--- src/hdl/assert_macros.svh ---
// Assertion macros for the RTL of the Bloom filter block.
// Needs nothing else; included by files that assert.
`ifndef ASSERT_MACROS_SVH
`define ASSERT_MACROS_SVH

// antecedent implies consequent in the same cycle
`define BFIQ_ASSERT_IMP(label, clk, rst_n, ante, cons) \
  label: assert property (@(posedge clk) disable iff (!rst_n) (ante) |-> (cons)) \
    else $error("bloom filter check failed");

// antecedent implies consequent in the next cycle
`define BFIQ_ASSERT_NEXT(label, clk, rst_n, ante, cons) \
  label: assert property (@(posedge clk) disable iff (!rst_n) (ante) |=> (cons)) \
    else $error("bloom filter check failed");

`endif

--- src/hdl/bfiq_pkg.sv ---
// Package of the Bloom filter block: sizes, constants, codes and the
// command/status types between controller and datapath. No dependencies.
package bfiq_pkg;

  localparam int MAX_FILTER_BITS = 1024;
  localparam int MAX_HASHES      = 4;
  localparam int ADDR_W          = $clog2(MAX_FILTER_BITS);
  localparam int SIZE_W          = ADDR_W + 1;
  localparam int LANE_W          = $clog2(MAX_HASHES);
  localparam int CNT_W           = LANE_W + 1;
  localparam int WORD_W          = 32;
  localparam int BYTE_W          = 8;
  localparam int HC_W            = 3;
  localparam int FS_W            = 11;
  localparam int CFG_IDX_W       = 3;
  localparam int MOD_STEPS       = 4;
  localparam int MOD_CYCLES      = WORD_W / MOD_STEPS;
  localparam int MOD_CNT_W       = $clog2(MOD_CYCLES);

  localparam logic [WORD_W-1:0] MULT_START = 32'd63689;
  localparam logic [WORD_W-1:0] HASH_MASK  = 32'h7FFF_FFFF;
  localparam logic [HC_W-1:0]   HC_RESET   = 3'd3;
  localparam logic [FS_W-1:0]   FS_RESET   = 11'd1024;

  localparam logic MODE_INSERT = 1'b0;
  localparam logic MODE_QUERY  = 1'b1;

  typedef enum logic [CFG_IDX_W-1:0] {
    CFG_HASH_COUNT  = 3'd0,
    CFG_FILTER_SIZE = 3'd1,
    CFG_SEED_ZERO   = 3'd2,
    CFG_SEED_ONE    = 3'd3,
    CFG_SEED_TWO    = 3'd4,
    CFG_SEED_THREE  = 3'd5
  } cfg_idx_t;

  typedef enum logic [7:0] {
    S_CLEAR  = 8'b0000_0001,
    S_IDLE   = 8'b0000_0010,
    S_HASH   = 8'b0000_0100,
    S_MSTART = 8'b0000_1000,
    S_MOD    = 8'b0001_0000,
    S_MEM    = 8'b0010_0000,
    S_CHECK  = 8'b0100_0000,
    S_EMIT   = 8'b1000_0000
  } state_t;

  typedef struct packed {
    logic              load;
    logic              lane_upd;
    logic [LANE_W-1:0] lane;
    logic              restart;
    logic              mod_start;
    logic [LANE_W-1:0] hidx;
    logic              mem_go;
    logic              check;
    logic              emit;
  } ctrl_cmd_t;

  typedef struct packed {
    logic             clear_done;
    logic             mod_done;
    logic             key_last;
    logic             query;
    logic [CNT_W-1:0] count_eff;
    logic             out_busy;
  } dp_stat_t;

endpackage

--- src/hdl/bloom_filter_insert_query_top.sv ---
// Bloom filter over byte-string keys, one key byte per request; up to four
// seeded multiplicative hashes. After reset the 1024-bit store is swept to
// zero, during which no request is taken (config writes are). Each byte
// runs four hash lanes that share one pair of 32-bit multipliers, one lane
// per cycle. A last byte then runs, per hash in use, a remainder unit doing
// four bit steps per cycle, then one bit store access and check; a query
// then posts its result once the result register is free. The result
// register lets a waiting result sit while the next key streams in.
// Depends on bfiq_pkg, bfiq_ctrl, bfiq_dp, assert_macros.svh.
`include "assert_macros.svh"

module bloom_filter_insert_query_top (
  input  logic                           clk,
  input  logic                           rst_n,
  input  logic                           cfg_valid,
  output logic                           cfg_ready,
  input  logic [bfiq_pkg::CFG_IDX_W-1:0] cfg_index,
  input  logic [bfiq_pkg::WORD_W-1:0]    cfg_data,
  input  logic                           in_valid,
  output logic                           in_stall,
  input  logic                           in_mode,
  input  logic [bfiq_pkg::BYTE_W-1:0]    in_key_byte,
  input  logic                           in_key_last,
  output logic                           out_valid,
  input  logic                           out_stall,
  output logic                           out_is_member
);

  bfiq_pkg::ctrl_cmd_t cmd;
  bfiq_pkg::dp_stat_t  stat;
  logic                cfg_we;

  assign cfg_ready = 1'b1;
  assign cfg_we    = cfg_valid && cfg_ready;

  bfiq_ctrl u_ctrl (
    .clk      (clk),
    .rst_n    (rst_n),
    .in_valid (in_valid),
    .in_stall (in_stall),
    .stat     (stat),
    .cmd      (cmd)
  );

  bfiq_dp u_dp (
    .clk           (clk),
    .rst_n         (rst_n),
    .cfg_we        (cfg_we),
    .cfg_index     (cfg_index),
    .cfg_data      (cfg_data),
    .in_mode       (in_mode),
    .in_key_byte   (in_key_byte),
    .in_key_last   (in_key_last),
    .cmd           (cmd),
    .stat          (stat),
    .out_stall     (out_stall),
    .out_valid     (out_valid),
    .out_is_member (out_is_member)
  );

  `BFIQ_ASSERT_IMP(a_accept_after_clear, clk, rst_n, in_valid && !in_stall, stat.clear_done)
  `BFIQ_ASSERT_IMP(a_mem_after_mod, clk, rst_n, cmd.mem_go, $past(stat.mod_done))
  `BFIQ_ASSERT_IMP(a_emit_when_free, clk, rst_n, cmd.emit, !stat.out_busy)
  `BFIQ_ASSERT_NEXT(a_emit_shows, clk, rst_n, cmd.emit, out_valid)

endmodule

--- src/hdl/bfiq_mod.sv ---
// Iterative remainder unit, four restoring steps per cycle.
// Depends on bfiq_pkg.
module bfiq_mod (
  input  logic                         clk,
  input  logic                         rst_n,
  input  logic                         start,
  input  logic [bfiq_pkg::WORD_W-1:0]  dividend,
  input  logic [bfiq_pkg::SIZE_W-1:0]  divisor,
  output logic                         done,
  output logic [bfiq_pkg::SIZE_W-1:0]  rem
);

  logic                           busy_r;
  logic                           done_r;
  logic [bfiq_pkg::MOD_CNT_W-1:0] cnt_r;
  logic [bfiq_pkg::WORD_W-1:0]    num_r;
  logic [bfiq_pkg::SIZE_W-1:0]    rem_r;
  logic [bfiq_pkg::SIZE_W-1:0]    div_r;
  logic [bfiq_pkg::WORD_W-1:0]    num_nxt;
  logic [bfiq_pkg::SIZE_W-1:0]    rem_nxt;

  always_comb begin
    rem_nxt = rem_r;
    num_nxt = num_r;
    for (int j = 0; j < bfiq_pkg::MOD_STEPS; j++) begin
      rem_nxt = {rem_nxt[bfiq_pkg::SIZE_W-2:0], num_nxt[bfiq_pkg::WORD_W-1]};
      num_nxt = {num_nxt[bfiq_pkg::WORD_W-2:0], 1'b0};
      if (rem_nxt >= div_r) begin
        rem_nxt = rem_nxt - div_r;
      end
    end
  end

  always_ff @(posedge clk) begin
    if (!rst_n) begin
      busy_r <= 1'b0;
      done_r <= 1'b0;
      cnt_r  <= '0;
    end else begin
      done_r <= 1'b0;
      if (start) begin
        busy_r <= 1'b1;
        cnt_r  <= '0;
      end else if (busy_r) begin
        cnt_r <= cnt_r + bfiq_pkg::MOD_CNT_W'(1);
        if (cnt_r == bfiq_pkg::MOD_CNT_W'(bfiq_pkg::MOD_CYCLES - 1)) begin
          busy_r <= 1'b0;
          done_r <= 1'b1;
        end
      end
    end
  end

  always_ff @(posedge clk) begin
    if (start) begin
      num_r <= dividend;
      rem_r <= '0;
      div_r <= divisor;
    end else if (busy_r) begin
      num_r <= num_nxt;
      rem_r <= rem_nxt;
    end
  end

  assign done = done_r;
  assign rem  = rem_r;

endmodule

--- src/hdl/bfiq_dp.sv ---
// Datapath: config registers, hash lanes, remainder unit, bit store
// with clearing sweep, result register. Depends on bfiq_pkg, bfiq_mod.
module bfiq_dp (
  input  logic                           clk,
  input  logic                           rst_n,
  input  logic                           cfg_we,
  input  logic [bfiq_pkg::CFG_IDX_W-1:0] cfg_index,
  input  logic [bfiq_pkg::WORD_W-1:0]    cfg_data,
  input  logic                           in_mode,
  input  logic [bfiq_pkg::BYTE_W-1:0]    in_key_byte,
  input  logic                           in_key_last,
  input  bfiq_pkg::ctrl_cmd_t            cmd,
  output bfiq_pkg::dp_stat_t             stat,
  input  logic                           out_stall,
  output logic                           out_valid,
  output logic                           out_is_member
);

  logic [bfiq_pkg::HC_W-1:0]   hash_count_r;
  logic [bfiq_pkg::FS_W-1:0]   filter_size_r;
  logic [bfiq_pkg::WORD_W-1:0] seed_r [bfiq_pkg::MAX_HASHES];

  logic [bfiq_pkg::BYTE_W-1:0] byte_r;
  logic                        last_r;
  logic                        mode_r;
  logic                        member_r;
  logic [bfiq_pkg::WORD_W-1:0] hash_r [bfiq_pkg::MAX_HASHES];
  logic [bfiq_pkg::WORD_W-1:0] mult_r [bfiq_pkg::MAX_HASHES];
  logic [bfiq_pkg::WORD_W-1:0] hash_nxt;
  logic [bfiq_pkg::WORD_W-1:0] mult_nxt;
  logic [bfiq_pkg::WORD_W-1:0] prod;

  logic [bfiq_pkg::CNT_W-1:0]  count_eff;
  logic [bfiq_pkg::SIZE_W-1:0] size_eff;
  logic                        mod_done;
  logic [bfiq_pkg::SIZE_W-1:0] pos;

  logic                        mem [bfiq_pkg::MAX_FILTER_BITS];
  logic [bfiq_pkg::ADDR_W-1:0] clr_addr_r;
  logic                        clear_done_r;
  logic                        rd_bit_r;
  logic                        mem_we;
  logic                        mem_wd;
  logic [bfiq_pkg::ADDR_W-1:0] mem_addr;

  logic                        out_valid_r;
  logic                        out_is_member_r;

  // config
  always_ff @(posedge clk) begin
    if (!rst_n) begin
      hash_count_r  <= bfiq_pkg::HC_RESET;
      filter_size_r <= bfiq_pkg::FS_RESET;
      for (int i = 0; i < bfiq_pkg::MAX_HASHES; i++) begin
        seed_r[i] <= '0;
      end
    end else if (cfg_we) begin
      case (bfiq_pkg::cfg_idx_t'(cfg_index))
        bfiq_pkg::CFG_HASH_COUNT:  hash_count_r  <= cfg_data[bfiq_pkg::HC_W-1:0];
        bfiq_pkg::CFG_FILTER_SIZE: filter_size_r <= cfg_data[bfiq_pkg::FS_W-1:0];
        bfiq_pkg::CFG_SEED_ZERO:   seed_r[0]     <= cfg_data;
        bfiq_pkg::CFG_SEED_ONE:    seed_r[1]     <= cfg_data;
        bfiq_pkg::CFG_SEED_TWO:    seed_r[2]     <= cfg_data;
        bfiq_pkg::CFG_SEED_THREE:  seed_r[3]     <= cfg_data;
        default: ;
      endcase
    end
  end

  always_comb begin
    if (hash_count_r > bfiq_pkg::HC_W'(bfiq_pkg::MAX_HASHES)) begin
      count_eff = bfiq_pkg::CNT_W'(bfiq_pkg::MAX_HASHES);
    end else begin
      count_eff = bfiq_pkg::CNT_W'(hash_count_r);
    end
    if (filter_size_r == '0) begin
      size_eff = bfiq_pkg::SIZE_W'(1);
    end else if (filter_size_r > bfiq_pkg::FS_W'(bfiq_pkg::MAX_FILTER_BITS)) begin
      size_eff = bfiq_pkg::SIZE_W'(bfiq_pkg::MAX_FILTER_BITS);
    end else begin
      size_eff = bfiq_pkg::SIZE_W'(filter_size_r);
    end
  end

  // request capture and query flag
  always_ff @(posedge clk) begin
    if (cmd.load) begin
      byte_r   <= in_key_byte;
      last_r   <= in_key_last;
      mode_r   <= in_mode;
      member_r <= 1'b1;
    end else if (cmd.check && mode_r == bfiq_pkg::MODE_QUERY) begin
      member_r <= member_r & rd_bit_r;
    end
  end

  // one hash lane per cycle
  assign prod     = hash_r[cmd.lane] * mult_r[cmd.lane];
  assign hash_nxt = prod + bfiq_pkg::WORD_W'(byte_r);
  assign mult_nxt = mult_r[cmd.lane] * seed_r[cmd.lane];

  always_ff @(posedge clk) begin
    if (!rst_n || cmd.restart) begin
      for (int i = 0; i < bfiq_pkg::MAX_HASHES; i++) begin
        hash_r[i] <= '0;
        mult_r[i] <= bfiq_pkg::MULT_START;
      end
    end else if (cmd.lane_upd) begin
      hash_r[cmd.lane] <= hash_nxt;
      mult_r[cmd.lane] <= mult_nxt;
    end
  end

  bfiq_mod u_mod (
    .clk      (clk),
    .rst_n    (rst_n),
    .start    (cmd.mod_start),
    .dividend (hash_r[cmd.hidx] & bfiq_pkg::HASH_MASK),
    .divisor  (size_eff),
    .done     (mod_done),
    .rem      (pos)
  );

  // bit store, swept to zero after reset
  always_ff @(posedge clk) begin
    if (!rst_n) begin
      clr_addr_r   <= '0;
      clear_done_r <= 1'b0;
    end else if (!clear_done_r) begin
      clr_addr_r <= clr_addr_r + bfiq_pkg::ADDR_W'(1);
      if (clr_addr_r == '1) begin
        clear_done_r <= 1'b1;
      end
    end
  end

  assign mem_we   = !clear_done_r || (cmd.mem_go && mode_r == bfiq_pkg::MODE_INSERT);
  assign mem_wd   = clear_done_r;
  assign mem_addr = clear_done_r ? pos[bfiq_pkg::ADDR_W-1:0] : clr_addr_r;

  always_ff @(posedge clk) begin
    if (mem_we) begin
      mem[mem_addr] <= mem_wd;
    end
    rd_bit_r <= mem[mem_addr];
  end

  // result register
  always_ff @(posedge clk) begin
    if (!rst_n) begin
      out_valid_r <= 1'b0;
    end else if (cmd.emit) begin
      out_valid_r <= 1'b1;
    end else if (!out_stall) begin
      out_valid_r <= 1'b0;
    end
  end

  always_ff @(posedge clk) begin
    if (cmd.emit) begin
      out_is_member_r <= member_r;
    end
  end

  assign out_valid     = out_valid_r;
  assign out_is_member = out_is_member_r;

  assign stat.clear_done = clear_done_r;
  assign stat.mod_done   = mod_done;
  assign stat.key_last   = last_r;
  assign stat.query      = (mode_r == bfiq_pkg::MODE_QUERY);
  assign stat.count_eff  = count_eff;
  assign stat.out_busy   = out_valid_r && out_stall;

endmodule

--- src/hdl/bfiq_ctrl.sv ---
// Controller state machine: sequences lane updates, remainders, bit
// store accesses and result delivery. Depends on bfiq_pkg.
module bfiq_ctrl (
  input  logic                clk,
  input  logic                rst_n,
  input  logic                in_valid,
  output logic                in_stall,
  input  bfiq_pkg::dp_stat_t  stat,
  output bfiq_pkg::ctrl_cmd_t cmd
);

  bfiq_pkg::state_t                state_r, state_nxt;
  logic [bfiq_pkg::LANE_W-1:0]     lane_r, lane_nxt;
  logic [bfiq_pkg::LANE_W-1:0]     hidx_r, hidx_nxt;
  logic                            last_hash;

  assign last_hash = (bfiq_pkg::CNT_W'(hidx_r) + bfiq_pkg::CNT_W'(1)) == stat.count_eff;

  always_comb begin
    state_nxt = state_r;
    lane_nxt  = lane_r;
    hidx_nxt  = hidx_r;
    cmd       = '0;
    cmd.lane  = lane_r;
    cmd.hidx  = hidx_r;
    case (state_r)
      bfiq_pkg::S_CLEAR: begin
        if (stat.clear_done) begin
          state_nxt = bfiq_pkg::S_IDLE;
        end
      end
      bfiq_pkg::S_IDLE: begin
        if (in_valid) begin
          cmd.load  = 1'b1;
          lane_nxt  = '0;
          state_nxt = bfiq_pkg::S_HASH;
        end
      end
      bfiq_pkg::S_HASH: begin
        cmd.lane_upd = 1'b1;
        lane_nxt     = lane_r + bfiq_pkg::LANE_W'(1);
        if (lane_r == bfiq_pkg::LANE_W'(bfiq_pkg::MAX_HASHES - 1)) begin
          lane_nxt = '0;
          if (!stat.key_last) begin
            state_nxt = bfiq_pkg::S_IDLE;
          end else if (stat.count_eff == '0) begin
            cmd.restart = 1'b1;
            state_nxt   = stat.query ? bfiq_pkg::S_EMIT : bfiq_pkg::S_IDLE;
          end else begin
            hidx_nxt  = '0;
            state_nxt = bfiq_pkg::S_MSTART;
          end
        end
      end
      bfiq_pkg::S_MSTART: begin
        cmd.mod_start = 1'b1;
        state_nxt     = bfiq_pkg::S_MOD;
      end
      bfiq_pkg::S_MOD: begin
        if (stat.mod_done) begin
          state_nxt = bfiq_pkg::S_MEM;
        end
      end
      bfiq_pkg::S_MEM: begin
        cmd.mem_go = 1'b1;
        state_nxt  = bfiq_pkg::S_CHECK;
      end
      bfiq_pkg::S_CHECK: begin
        cmd.check = 1'b1;
        if (last_hash) begin
          cmd.restart = 1'b1;
          state_nxt   = stat.query ? bfiq_pkg::S_EMIT : bfiq_pkg::S_IDLE;
        end else begin
          hidx_nxt  = hidx_r + bfiq_pkg::LANE_W'(1);
          state_nxt = bfiq_pkg::S_MSTART;
        end
      end
      bfiq_pkg::S_EMIT: begin
        if (!stat.out_busy) begin
          cmd.emit  = 1'b1;
          state_nxt = bfiq_pkg::S_IDLE;
        end
      end
      default: begin
        state_nxt = bfiq_pkg::S_CLEAR;
      end
    endcase
  end

  always_ff @(posedge clk) begin
    if (!rst_n) begin
      state_r <= bfiq_pkg::S_CLEAR;
      lane_r  <= '0;
      hidx_r  <= '0;
    end else begin
      state_r <= state_nxt;
      lane_r  <= lane_nxt;
      hidx_r  <= hidx_nxt;
    end
  end

  assign in_stall = (state_r != bfiq_pkg::S_IDLE);

endmodule

--- config.mk ---
export PLATFORM = sky130hd
export DESIGN_NAME = bloom_filter_insert_query_top
export DESIGN_NICKNAME = d
export VERILOG_FILES = /design/src/hdl/bfiq_pkg.sv /design/src/hdl/bloom_filter_insert_query_top.sv /design/src/hdl/bfiq_mod.sv /design/src/hdl/bfiq_dp.sv /design/src/hdl/bfiq_ctrl.sv
export VERILOG_INCLUDE_DIRS = /design/src /design/src/hdl
export SDC_FILE = /design/constraint.sdc
export NUM_CORES = 2
export LEC_CHECK = 0
export BUFFER_PORTS_ARGS = -buffer_cell sky130_fd_sc_hd__buf_2
export CAP_MARGIN = 20
export CORE_MARGIN = 2
export CORE_UTILIZATION = 33
export CTS_BUF_LIST = sky130_fd_sc_hd__clkbuf_16
export CTS_CLUSTER_DIAMETER = 80
export DETAILED_ROUTE_END_ITERATION = 10
export SYNTH_ARGS = -nofsm -noshare
export SYNTH_HDL_FRONTEND = slang
export SYNTH_SLANG_ARGS = --single-unit
export TNS_END_PERCENT = 1
--- constraint.sdc ---
create_clock -name clk -period 16.5 [get_ports clk]
set_clock_uncertainty 0.1 [all_clocks]
set_input_delay 1.65 -clock clk [delete_from_list [all_inputs] [get_ports clk]]
set_output_delay 1.65 -clock clk [all_outputs]
set_load 0.05 [all_outputs]
# Word level (Yosys, flattened, before mapping)

Memory sizes are Yosys's and may differ from the RTL's. A register that Yosys moved wholly into a read port is not among the register bits.
Index checks and enable logic that the tools add are counted.

Memories: 4
Input bits: 50
Output and inout port bits: 4
Flip-flop bits (word level): 108
Bits in writable memories: 1408
Logic and storage cells: 191

$lt $le $gt $ge: 6
Mux-type cells: 90
Add/subtract/negate cells: 10
Equality and inequality tests: 27
Bitwise operators: 8
Reduce and logical (&&, ||, !) cells: 23
Multiply operators: 2

Memories:

| memory      | depth | width | read ports | clocked after memory_dff | wr ports | line          | text |
|---|---|---|---|---|---|---|---|
| u_dp.mem    | 1024  | 1     | 1          | 1                        | 1        | bfiq_dp.sv:38 | `logic mem [bfiq_pkg::MAX_FILTER_BITS];` |
| u_dp.hash_r | 4     | 32    | 2          | 2                        | 4        | bfiq_dp.sv:27 | `logic [bfiq_pkg::WORD_W-1:0] hash_r [bfiq_pkg::MAX_HASHES];` |
| u_dp.mult_r | 4     | 32    | 1          | 1                        | 4        | bfiq_dp.sv:28 | `logic [bfiq_pkg::WORD_W-1:0] mult_r [bfiq_pkg::MAX_HASHES];` |
| u_dp.seed_r | 4     | 32    | 1          | 1                        | 4        | bfiq_dp.sv:21 | `logic [bfiq_pkg::WORD_W-1:0] seed_r [bfiq_pkg::MAX_HASHES];` |

Operators with widths:

| operator                                                               | count |
|---|---|
| 32-bit 2-to-1 mux                                                      | 6 |
| 8-bit 2-to-1 mux                                                       | 9 |
| 32-bit by 32-bit multiplier with 32-bit output                         | 2 |
| 8-bit one-hot mux with 8 select lines                                  | 1 |
| 32-bit OR reduction                                                    | 2 |
| 31-bit 2-to-1 mux                                                      | 2 |
| 10-bit 2-to-1 mux                                                      | 5 |
| 1-bit 2-to-1 mux                                                       | 46 |
| 11-bit greater-or-equal comparator                                     | 4 |
| 10-bit subtractor                                                      | 4 |
| 32-bit by 8-bit adder with 32-bit output                               | 1 |
| 2-bit 2-to-1 mux                                                       | 16 |
| 2-bit inequality test (second input constant)                          | 7 |
| 11-bit greater-than comparator (second input constant)                 | 1 |
| 11-bit logical NOT                                                     | 1 |
| 11-bit 2-to-1 mux                                                      | 1 |
| 10-bit by 1-bit adder with 10-bit output (second input constant)       | 1 |
| 10-bit equality test (second input constant)                           | 1 |
| 5-bit AND reduction                                                    | 2 |
| 3-bit equality test (second input constant)                            | 3 |
| 8-bit by 1-bit equality test with 1-bit output (second input constant) | 1 |
| 8-bit by 2-bit equality test with 1-bit output (second input constant) | 1 |
| 8-bit by 3-bit equality test with 1-bit output (second input constant) | 1 |
| 8-bit by 4-bit equality test with 1-bit output (second input constant) | 1 |
| 28 further kinds                                                       | 47 |

# Logic depth before layout (Yosys ltp)

Depth after elaboration: 12
Mapped depth: 43
Mapped depth without buffers: 42

# By module

From an unflattened synthesis, not the netlist that was laid out.

Cell total of the unflattened synthesis: 8611
Area, all modules: 97676.2 sq um

By module, submodules not included:

| module                        | cells each | instances | seq. area each (sq um) | area an instance (sq um) |
|---|---|---|---|---|
| bfiq_dp                       | 8004       | 1         | 42811.1                | 91891.9 |
| bfiq_mod                      | 507        | 1         | 1611.5                 | 4958.5 |
| bfiq_ctrl                     | 98         | 1         | 240.2                  | 814.5 |
| bloom_filter_insert_query_top | 2          | 1         | 0.0                    | 11.3 |

# Worst setup path after synthesis

No wires, ideal clock.

Path kind: reg2reg
Start point: register u_dp.clear_done_r
End point: memory u_dp.mem[1023] (enable)
Buffers on the path: 3
Library setup time: 0.300 ns
Arrival: 16.989 ns
Period minus slack after synthesis: 17.389 ns
Slack: -0.889 ns
Cell stages (with the launch flop): 8
Data required time: 16.100 ns
Path through: dfxtp_1 -> mux2i_1 -> clkbuf_1 -> clkbuf_1 -> nor2_1 -> nand3_1 -> clkbuf_1 -> nor2_1

Word-level cells in the longest chain between the ends: 4
Elaborated cells between the ends (all ways): 5
Classes of those cells: 3 x mux; 2 x reduce/logical

RTL lines:

| item                                   | line           | text |
|---|---|---|
| from (decl)                            | bfiq_dp.sv:40  | `logic clear_done_r;` |
| from (signal assigned)                 | bfiq_dp.sv:128 | `clear_done_r <= 1'b0;` |
| from (signal assigned)                 | bfiq_dp.sv:132 | `clear_done_r <= 1'b1;` |
| 1-bit logical NOT                      | --             |  |
| 1-bit logical OR                       | bfiq_dp.sv:137 | `assign mem_we = !clear_done_r \|\| (cmd.mem_go && mode_r == bfiq_pkg::MODE_INSERT);` |
| 1-bit 2-to-1 mux                       | bfiq_dp.sv:142 | `if (mem_we) begin` |
| 1-bit 2-to-1 mux (not written as such) | bfiq_dp.sv:143 | `mem[mem_addr] <= mem_wd;` |
| to (decl)                              | bfiq_dp.sv:38  |  |

Several ways; a longest one is shown, not always the timed one.

==> out/metrics.cfg <==
[outcome]
outcome=complete, no violations

[routing]
routed_wl_um=271000
via_count=63572
via_per_inst=5.17
drtIter0Drc=6547
drtAntennaViolNets=0
drc=0
firstDrtPassIters=6
wl_per_cell_um=22.1

[yosys]
yosysTopAreaCell=edfxtp_1
syn_area_per_cell_um2=11.5
synth-edff-count=1449
synth_compound_area_share_pct=3.35
synthFlopType=edfxtp_1
async_reset_ff_share_pct=0
synth_seq_area_share_pct=46.1
synth_top_area_share_pct=44.9
ys_seq_elements=1509
synth_adder_area_share_pct=19.9
synthSimpleGateAreaFrac_pct=13.8
synth_xor_area_share_pct=1.85
synth_area_mm2=0.0970
yosysUniqueCellTypes=77
syn_nets=9600
synthTopCellsByArea=edfxtp_1 (45%), fa_1 (16%), mux4_2 (7.8%)
synth_top_family_by_area=adder cells
synth_mux_area_share_pct=8.42
synth_cells=8467
yosys_warnings=0

[setup_path]
crit_path_frequent_cell=fa_1
endpoint_kind=flip-flop
worstPathRequired_ps=16880
path_max_fanout=50
slowest_delay_ps=850
arrival_ps=10810
critPathLaunchType=flip-flop
setup.worst_path.class=reg -> reg
crit_slowest_cell=dfxtp_4

[pwr]
power_frac_clock_pct=17.0
p_comb_share_pct=62.0
p_int_mw=11.1
switching_share_pct=44.6
peakVddDrop_uv=882
p_sw_mw=8.93
leakage_nw=38.9
seqPwrFrac_pct=21.0
power-per-cell-area_mw_per_mm2=188
p_total_mw=20.0

[finish]
fillCellCount=28778
layout_commonest_cell=edfxtp_1
nNetsFinal=9387
fin_area_mm2=0.107
final_cell_mix=edfxtp_1 (1449), nor2_1 (1250), nand2_1 (1207)
area_growth_pct=9.95
seq_area_mm2=0.0447
multi_input_area_mm2=0.0464
layout-drive-gt1-share_pct=10.2

[floorplan]
die-area_mm2=0.298
fp.dieW_um=546
core_mm2=0.293
die_h_um=546
ios=54
rows=199
initial_core_util_pct=33.1

[clocking]
cts_setup_buffers=0
hold_buffers=0
cts_inserted_buffers=166
clk_path_buf_depth=4
clock_latency_ps=820
cts.root.buffer_cell=clkbuf_16
htree_levels=4
cts-resized-gates=0
cts_tree=built
path_clk_slew_ps=60
numClockSinks=1509

[hold_path]
min_path_type=reg -> reg

[grt]
grt_overflow=0
grt_max_degree=251
met2_usage_pct=31.1
top_usage_layer=met2
grt_use_met1_pct=23.0
antenna_found_initial=18
grt_pass1_vias=66466
grt_pass1_wl_um=411000
met3_usage_pct=2.69
grtUsageTotal_pct=18.1

[sta]
fin_setup_tns_ps=0
rsz0062_at_grt=no
min_period_over_period_pct=63.2
period_minus_slack_ps=10430
max_freq_ghz=0.0959
setup_viol=0
hold_viol=0
fin_ws_ps=6070
timing.hold.ws_ps=380
slew_violations=0
tightestPinTransition_ps=1170
maxSlewHeadroom_pct=21.9

[placed_design]
dpl-instance-area_mm2=0.101
place_congestion=0.844
hpwl_um=171000
placement.io_buffers=51
post-place-ws_ps=6190

[job]
drv_cap=0

==> cell type report <==
cell class / instances / area share, %
repair buffers: 196 / 1.66
well taps: 3919 / 4.60
clock buffers: 167 / 3.92
flip-flops and latches: 1509 / 41.9
clock inverters: 120 / 0.636
inverters: 1069 / 3.76
diodes: 5 / 0.0117
multi-input cells: 5312 / 43.5
==> cells by family (layout without fill, tap and decap cells) <==
logic type / count (synthesis) / in the layout
xor gates and xnor gates: 202 / 202
AOI/OAI and AO/OA: 475 / 475
and+or+nand+nor: 3161 / 3161
buffers and inverters: 1646 / 1552
other: 1 / 6
muxes: 390 / 390
adders and majority gates: 1083 / 1083
DFF: 1509 / 1509
==> flip-flops by register name, indices dropped and copies added, names as in the netlist, 2 cells and up, named ones only <==
register and flops:
u_ctrl.hidx_r 2, u_ctrl.lane_r 2, u_ctrl.state_r 8, u_dp.byte_r 8, u_dp.clr_addr_r 10, u_dp.filter_size_r 11
u_dp.hash_count_r 3, u_dp.hash_r 124, u_dp.mem 1024, u_dp.mult_r 124, u_dp.seed_r 124, u_dp.u_mod.cnt_r 3
u_dp.u_mod.div_r 11, u_dp.u_mod.num_r 32, u_dp.u_mod.rem 10
==> worst max-delay path, delay by kind of cell (launching register included) <==
kind / cells / cell delay (ps)
mux: 1 / 600
flops: 1 / 850
compound gates: 6 / 1410
fa+ha+maj: 9 / 4360
buf+inv: 7 / 1800
xor+xnor: 1 / 260
simple gates: 5 / 620
==> cells in the mapped netlist, drive strengths merged (4+ instances only) <==
| master | number |
|---|---|
| or3 | 15 |
| a311oi | 19 |
| nand2b | 26 |
| a22o | 23 |
| ha | 312 |
| a21oi | 105 |
| o221ai | 4 |
| clkbuf | 422 |
| nor2 | 1264 |
| a21boi | 20 |
| nor2b | 29 |
| edfxtp | 1449 |
| nor3b | 4 |
| nand4 | 33 |
| o21a | 19 |
| xnor2 | 160 |
| mux2 | 19 |
| a31oi | 36 |
| dfxtp | 60 |
| o22ai | 4 |
| nand3b | 9 |
| a211o | 6 |
| buf | 155 |
| a221oi | 10 |
| mux4 | 338 |
| inv | 1068 |
| a211oi | 6 |
| o2111ai | 14 |
| o21bai | 13 |
| a22oi | 69 |
| nand2 | 1213 |
| nand3 | 107 |
| o21ai | 68 |
| a21o | 28 |
| nor4 | 5 |
| fa | 771 |
| or2 | 10 |
| and2 | 310 |
| xor2 | 42 |
| mux2i | 33 |
| and3 | 40 |
| nor3 | 89 |
==> stage by stage <==
step	util, %	std cells
finish	36.4	12297
global route	36.4	12293
CTS	36.2	12272
detailed placement	34.5	11985
global placement	34.5	11983
floorplan	-	8467
==> layer usage <==
layer | vias to the layer above | share of wire, %
met2 | 2458 | 49
li1 | 27553 | -
met1 | 32936 | 40
met3 | 617 | 7.2
met5 | - | 0.017
met4 | 8 | 4.1
==> power by group through the flow <==
stage / combinational (mW) / clock [mW] / sequential, mW
after floorplan: 9.18 / 0 / 4.28
after global placement: 12.2 / 0 / 4.28
after detailed placement: 12.4 / 0 / 4.29
after CTS: 12.5 / 3.46 / 4.21
after global routing: 13.9 / 3.61 / 4.21
final: 12.4 / 3.41 / 4.21
==> final timing paths <==
check                         from               endpoint  slack (ps)  cells after the start
max reg2reg              flip-flop     u_dp.hash_r[0][30]        6070                     29
min reg2reg  u_dp.filter_size_r[9]  u_dp.filter_size_r[9]         380                      2
min          u_dp.filter_size_r[9]  u_dp.filter_size_r[9]         380                      2
max                      flip-flop     u_dp.hash_r[0][30]        6070                     29
Power figures use the tool's default switching activity.
